===== config.mk =====
export PLATFORM = sky130hd
export DESIGN_NAME = accumulated_weight_slot_scheduler_core
export DESIGN_NICKNAME = d
export VERILOG_FILES = /design/src/design/aws_pkg.sv /design/src/design/aws_credit_bank.sv /design/src/design/aws_argmax.sv /design/src/design/accumulated_weight_slot_scheduler_core.sv
export SDC_FILE = /design/constraint.sdc
export NUM_CORES = 2
export LEC_CHECK = 0
export BUFFER_PORTS_ARGS = -buffer_cell sky130_fd_sc_hd__buf_4
export CAP_MARGIN = 20
export CORE_ASPECT_RATIO = 0.5
export CORE_MARGIN = 10
export CORE_UTILIZATION = 40
export DETAILED_ROUTE_END_ITERATION = 10
export GPL_ROUTABILITY_DRIVEN = 0
export MAX_ROUTING_LAYER = met4
export SETUP_SLACK_MARGIN = 0.1
export SKIP_LAST_GASP = 1
export SYNTH_ARGS = -nofsm -noshare
export SYNTH_HDL_FRONTEND = slang
export SYNTH_SLANG_ARGS = --single-unit

===== constraint.sdc =====
create_clock -name clk -period 19.55 [get_ports clk]
set_clock_uncertainty 0.05 [all_clocks]
set_input_delay 5.865 -clock clk [delete_from_list [all_inputs] [get_ports clk]]
set_output_delay 5.865 -clock clk [all_outputs]
set_load 0.01 [all_outputs]

===== src/design/aws_pkg.sv =====
// ---------------------------------------------------------------------------
// Accumulated-weight slot scheduler package
// Widths, port layout constants and shared types.
// ---------------------------------------------------------------------------
package aws_pkg;

	// Fixed field widths.
	localparam int WEIGHT_W      = 16;
	localparam int WEIGHT_FIELDS = 8;
	localparam int ACC_W         = 32;
	localparam int CHOICE_W      = 4;

	// Stream payload widths.
	localparam int IN_TDATA_W  = WEIGHT_FIELDS * WEIGHT_W;
	localparam int OUT_TDATA_W = 8;

	localparam logic [WEIGHT_W-1:0] IDLE_WEIGHT_RST = 16'd256;
	localparam logic [ACC_W-1:0]    ACC_MAX         = {ACC_W{1'b1}};

	// Control from the slot stage to the accumulator bank.
	typedef struct packed {
		logic                update;
		logic                first_of_plan;
		logic [CHOICE_W-1:0] winner;
	} bank_ctl_t;

endpackage


===== src/design/aws_credit_bank.sv =====
// ---------------------------------------------------------------------------
// Accumulator bank
// Holds one saturating accumulator per location plus the idle accumulator,
// forms this slot's sums and commits them with the winner cleared.
// ---------------------------------------------------------------------------
module aws_credit_bank
	import aws_pkg::*;
#(
	parameter int LOCATIONS = 8
) (
	input  logic                                  clk,
	input  logic                                  arst_n,
	input  bank_ctl_t                             ctl,
	input  logic [LOCATIONS-1:0][WEIGHT_W-1:0]    weight,
	input  logic [WEIGHT_W-1:0]                   idle_weight,
	output logic [LOCATIONS:0][ACC_W-1:0]         sums
);

	localparam int NUM_ACC = LOCATIONS + 1;

	logic [NUM_ACC-1:0][ACC_W-1:0]    acc_q;
	logic [NUM_ACC-1:0][WEIGHT_W-1:0] addend;
	logic [NUM_ACC-1:0][ACC_W:0]      raw_sum;

	for (genvar p = 0; p < NUM_ACC; p++) begin : g_acc
		if (p < LOCATIONS) begin : g_loc
			assign addend[p] = weight[p];
		end else begin : g_idle
			assign addend[p] = idle_weight;
		end

		// A first slot of a plan starts every accumulator from zero.
		assign raw_sum[p] = {1'b0, (ctl.first_of_plan ? '0 : acc_q[p])}
			+ {{(ACC_W + 1 - WEIGHT_W){1'b0}}, addend[p]};
		assign sums[p] = raw_sum[p][ACC_W] ? ACC_MAX : raw_sum[p][ACC_W-1:0];

		always_ff @(posedge clk or negedge arst_n) begin
			if (!arst_n) begin
				acc_q[p] <= '0;
			end else if (ctl.update) begin
				acc_q[p] <= (ctl.winner == CHOICE_W'(p)) ? '0 : sums[p];
			end
		end
	end

endmodule


===== src/design/aws_argmax.sv =====
// ---------------------------------------------------------------------------
// Maximum selector
// Balanced compare tree that returns the index of the largest sum, the
// lowest index among equal maxima.
// ---------------------------------------------------------------------------
module aws_argmax
	import aws_pkg::*;
#(
	parameter int LOCATIONS = 8
) (
	input  logic [LOCATIONS:0][ACC_W-1:0] sums,
	output logic [CHOICE_W-1:0]           winner
);

	localparam int NUM_ACC = LOCATIONS + 1;
	localparam int LEVELS  = $clog2(NUM_ACC);
	localparam int LEAVES  = 1 << LEVELS;

	logic [LEVELS:0][LEAVES-1:0][ACC_W-1:0]    val;
	logic [LEVELS:0][LEAVES-1:0][CHOICE_W-1:0] idx;

	always_comb begin
		val = '0;
		idx = '0;
		// Padding leaves sit to the right with value zero, so they never win.
		for (int n = 0; n < LEAVES; n++) begin
			idx[0][n] = CHOICE_W'(n);
			if (n < NUM_ACC) begin
				val[0][n] = sums[n];
			end
		end
		// The left entry wins ties, which keeps the lowest index.
		for (int lv = 0; lv < LEVELS; lv++) begin
			for (int n = 0; n < (LEAVES >> (lv + 1)); n++) begin
				if (val[lv][2*n] >= val[lv][2*n+1]) begin
					val[lv+1][n] = val[lv][2*n];
					idx[lv+1][n] = idx[lv][2*n];
				end else begin
					val[lv+1][n] = val[lv][2*n+1];
					idx[lv+1][n] = idx[lv][2*n+1];
				end
			end
		end
		winner = idx[LEVELS][0];
	end

endmodule


===== src/design/accumulated_weight_slot_scheduler_core.sv =====
// ---------------------------------------------------------------------------
// Accumulated-weight slot scheduler core
// Accumulates per-location slot weights and picks one location per slot.
// ---------------------------------------------------------------------------
// The block takes one slot word per clock while the output is not stalled and
// returns one choice word per slot; each slot passes through the slot register
// and then the result register. Throughput is one slot per cycle unless the
// output stalls; the path that sets the clock is the saturating accumulator add
// followed by the four-level compare tree that finds the largest accumulator. A
// choice equal to LOCATIONS means idle. Write idle_weight only while no slot is
// in flight.
module accumulated_weight_slot_scheduler_core
	import aws_pkg::*;
#(
	parameter int LOCATIONS = 8
) (
	input  logic                   clk,
	input  logic                   arst_n,
	input  logic                   cfg_we,
	input  logic [WEIGHT_W-1:0]    cfg_wdata,     // idle_weight
	input  logic                   s_tvalid,
	output logic                   s_tready,
	input  logic [IN_TDATA_W-1:0]  s_tdata,       // weight_0 .. weight_7, 16 bits each
	input  logic                   s_tuser,       // first_of_plan
	output logic                   m_tvalid,
	input  logic                   m_tready,
	output logic [OUT_TDATA_W-1:0] m_tdata        // choice, then zero padding
);

	logic [WEIGHT_W-1:0]                idle_weight_q;
	logic                               valid_s1;
	logic                               first_s1;
	logic [LOCATIONS-1:0][WEIGHT_W-1:0] weight_s1;
	logic                               out_valid_q;
	logic [CHOICE_W-1:0]                choice_q;
	logic                               advance;
	logic [LOCATIONS:0][ACC_W-1:0]      sums;
	logic [CHOICE_W-1:0]                winner;
	bank_ctl_t                          bank_ctl;

	always_ff @(posedge clk or negedge arst_n) begin
		if (!arst_n) begin
			idle_weight_q <= IDLE_WEIGHT_RST;
		end else if (cfg_we) begin
			idle_weight_q <= cfg_wdata;
		end
	end

	// The slot stage moves on when the result register is free or emptying.
	assign advance  = valid_s1 && (!out_valid_q || m_tready);
	assign s_tready = !valid_s1 || advance;

	always_ff @(posedge clk or negedge arst_n) begin
		if (!arst_n) begin
			valid_s1 <= 1'b0;
		end else if (s_tready) begin
			valid_s1 <= s_tvalid;
		end
	end

	always_ff @(posedge clk) begin
		if (s_tvalid && s_tready) begin
			first_s1 <= s_tuser;
			for (int p = 0; p < LOCATIONS; p++) begin
				weight_s1[p] <= s_tdata[p*WEIGHT_W +: WEIGHT_W];
			end
		end
	end

	assign bank_ctl = '{update: advance, first_of_plan: first_s1, winner: winner};

	aws_credit_bank #(
		.LOCATIONS (LOCATIONS)
	) u_bank (
		.clk         (clk),
		.arst_n      (arst_n),
		.ctl         (bank_ctl),
		.weight      (weight_s1),
		.idle_weight (idle_weight_q),
		.sums        (sums)
	);

	aws_argmax #(
		.LOCATIONS (LOCATIONS)
	) u_argmax (
		.sums   (sums),
		.winner (winner)
	);

	always_ff @(posedge clk or negedge arst_n) begin
		if (!arst_n) begin
			out_valid_q <= 1'b0;
		end else if (advance) begin
			out_valid_q <= 1'b1;
		end else if (m_tready) begin
			out_valid_q <= 1'b0;
		end
	end

	always_ff @(posedge clk) begin
		if (advance) begin
			choice_q <= winner;
		end
	end

	assign m_tvalid = out_valid_q;
	assign m_tdata  = {{(OUT_TDATA_W - CHOICE_W){1'b0}}, choice_q};

`ifndef ASSERT_OFF
	a_choice_range: assert property (@(posedge clk) disable iff (!arst_n)
		m_tvalid |-> (m_tdata[CHOICE_W-1:0] <= CHOICE_W'(LOCATIONS)))
		else $error("choice beyond the idle index");

	a_ready_when_empty: assert property (@(posedge clk) disable iff (!arst_n)
		!m_tvalid |-> s_tready)
		else $error("input stalled while the result register is empty");

	a_accept_loads_stage: assert property (@(posedge clk) disable iff (!arst_n)
		(s_tvalid && s_tready) |=> valid_s1)
		else $error("accepted slot did not reach the slot stage");

	a_result_follows: assert property (@(posedge clk) disable iff (!arst_n)
		advance |=> m_tvalid)
		else $error("processed slot produced no result");
`endif

endmodule


==> key figures <==
Global route
  – Initial antenna violation count: 2
  – Number of global-route vias before repair: 31150
  – Pin count of the biggest net entering global routing: approximately 140
  – Total global-route track usage: 0.2139
  – GR Overflow Total: 0
  – First-pass GRT wire length: 178400 µm

Critical path
  – Critical path capture point type: register
  – WP buf/inv: 9
  – Crit-path most repeated cell: a21o_1
  – CP startpoint kind: register
  – CP max FO: 143
  – Max incr delay on CP: just under 1 ns
  – Critical path data required time: 20.01 ns
  – CP delay by family, top: compound AO/OA/AOI/OAI gates
  – CP arrival: roughly 17 ns
  – Slowest cell on crit path: o21ai_0
  – Crit Path Category: reg -> reg

CTS
  – Root buf cell: clkbuf_16
  – Setup bufs post-CTS: 0
  – Clk sink count: 439
  – Number of CTS-inserted buffers: 48
  – CTS resizes: 0
  – Reg clk slew, reported paths: 0.06 ns
  – CTS tree: done
  – Max clock buf depth: 3
  – Worst-Skew Late Latency: between 0.6 and 0.7 ns
  – CTS hold repair buffers: 0
  – CTS HTree Levels: 2

Route
  – Drt pass-1 iters: 7
  – Vias per std cell: 5.741
  – Via count: 32310
  – Drt drc: 0
  – DRT Wirelength: between 100000 and 150000 µm
  – Antenna Violating Nets Remaining: 0
  – Routed len/inst: 20.18 µm
  – Initial DRC count: 2960

Synthesis
  – Top post-synthesis cells by area: dfrtp_1 21%, ha_1 13%, edfxtp_1 11%
  – Number of synthesized flops with an enable pin: 133
  – Yosys reg bits: 439
  – Predominant post-synthesis flop cell: dfrtp_1
  – Cells after synthesis: about 4300
  – Largest area contributor in the netlist: dfrtp_1
  – Syn. warnings: 0
  – Synthesized area per cell: between 8 and 9 µm²
  – Synth Cell Area: 0.03675 mm²
  – Share of the synthesized area in the top cell type: 0.2077
  – Post-synth ARST share: 0.6970
  – Netlist cell types: between 90 and 100
  – Register area share after synthesis: 0.3171

Finish
  – Commonest non-fill, non-tap cells in the layout: 440 x nor2_1, 390 x ha_1, 373 x nand2_1, 344 x o21ai_0, 305 x dfrtp_1
  – Leading cell type in the layout, fill and taps excluded: nor2_1
  – Final #Nets: 4893
  – P&R area growth vs syn: 11.23%
  – Layout fillers: roughly 9000
  – Share of layout cells above drive strength 1: 0.09033

Placed design
  – IO buf count: around 160
  – DP Wirelength: 85700 µm

Timing
  – Setup violations, final: 0
  – TNS Setup: 0 ns
  – RSZ-0062 raised after global routing: false
  – Final hold violation count: 0
  – Max_slew headroom: 0.1891
  – Fmax: around 60 MHz
  – Fin crit period: between 15 and 20 ns
  – Max-slew violations: 0
  – Slew @ Worst Pin: between 1 and 1.5 ns
  – Period utilisation layout: 0.8593

Run
  – Max-cap viol count: 0

Floorplan
  – Die Height: 234.3 µm
  – Num rows: 78
  – Die Span X: about 450 µm
  – Core Box Area: 0.09086 mm²
  – Die area: between 0.1 and 0.15 mm²
  – Starting Density: 0.4044
  – Number of placed I/O pins: 160

Outcome
  – Outcome: finished, final reports clean

Hold path
  – Hold crit path type: reg -> reg
[worst paths after layout]
kind	from	end	slack (ns)	cells past startpoint
max	first_s1$_DFFE_PP_	u_bank.acc_q[73]$_DFFE_PN0P_	2.75	59
min	u_bank.acc_q[262]$_DFFE_PN0P_	u_bank.acc_q[262]$_DFFE_PN0P_	0.42	2
max reg2reg	first_s1$_DFFE_PP_	u_bank.acc_q[73]$_DFFE_PN0P_	2.75	59
min reg2reg	u_bank.acc_q[262]$_DFFE_PN0P_	u_bank.acc_q[262]$_DFFE_PN0P_	0.42	2
max in group asynchronous	arst_n	u_bank.acc_q[103]$_DFFE_PN0P_	12.13	4
min in group asynchronous	arst_n	u_bank.acc_q[167]$_DFFE_PN0P_	5.25	1
[per-stage QoR]
stage               worst slack (ns)  hold WS, ns  cells    util  area [µm²]
floorplan                      4.404       0.3922   4279       -       36760
global placement               3.324       0.4036   5532  0.4307       39140
detailed placement             3.263       0.4124   5533  0.4310       39160
CTS                            3.177       0.4264   5623  0.4494       40840
global route                   1.836       0.4428   5626  0.4498       40870
finish                         2.750       0.4212   5627  0.4498       40870
[worst reg2reg max path: cells and delay by family (launching register included)]
kind,cells,cell delay [ns]
flip-flops,1,0.44
AO/OA/AOI/OAI,35,9.31
AND/OR/NAND/NOR,8,1.90
buffers and inverters,9,2.78
adder cells (fa/ha/maj),6,1.97
multiplexers,1,0.23
[kinds of logic after synthesis]
kind of cell	count (synthesis)	synth area share
multiplexers	192	0.05557
other	1	0.0001021
AND/OR/NAND/NOR	1477	0.1939
AO/OA/AOI/OAI	1125	0.1988
buffers and inverters	430	0.04604
adder cells (fa/ha/maj)	400	0.1380
XOR/XNOR	212	0.05053
flip-flops	439	0.3171
[sequential cells by signal, summed over array words and instances (netlist names)]
name and count:
choice_q 4, first_s1 1, idle_weight_q 16, m_tvalid 1, u_bank.acc_q 288, valid_s1 1, weight_s1 128
[cell usage after synthesis (all sizes together), types with 16 or more instances]
| cell type | instances |
|---|---|
| or3 | 19 |
| dfrtp | 305 |
| a221oi | 33 |
| nand4 | 71 |
| edfxtp | 133 |
| o21ai | 352 |
| mux2 | 60 |
| o21bai | 32 |
| nand3 | 94 |
| and2 | 23 |
| nor3 | 89 |
| a211oi | 110 |
| ha | 390 |
| nor2b | 185 |
| xor2 | 70 |
| clkbuf | 147 |
| a31oi | 23 |
| xnor2 | 142 |
| nand2 | 374 |
| inv | 252 |
| buf | 31 |
| nand2b | 68 |
| nor4 | 20 |
| a21oi | 218 |
| and3 | 32 |
| o211ai | 28 |
| a22o | 16 |
| mux2i | 132 |
| and4 | 16 |
| nor2 | 441 |
| o21a | 47 |
| a21o | 131 |
[cell type report]
type | instances | area [µm²] | area share
multi-input combinational | 3410 | 23520 | 0.5753
sequential | 439 | 11650 | 0.2851
tap | 1240 | 1551 | 0.03796
timing repair buffer | 193 | 1521 | 0.03723
clock buffer | 62 | 1366 | 0.03343
inverter | 252 | 950.9 | 0.02327
clock inverter | 28 | 306.5 | 0.007500
antenna | 3 | 7.507 | 0.0001837
[layer usage]
layer	GRT usage	part of all wire
met1	0.2893	0.47
met3	0.03535	0.064
met2	0.3330	0.44
met5	-	0
met4	0.05374	0.025
Power is not shown: default switching activity piles up to over one toggle a cycle in this logic, so the estimate is an artifact.
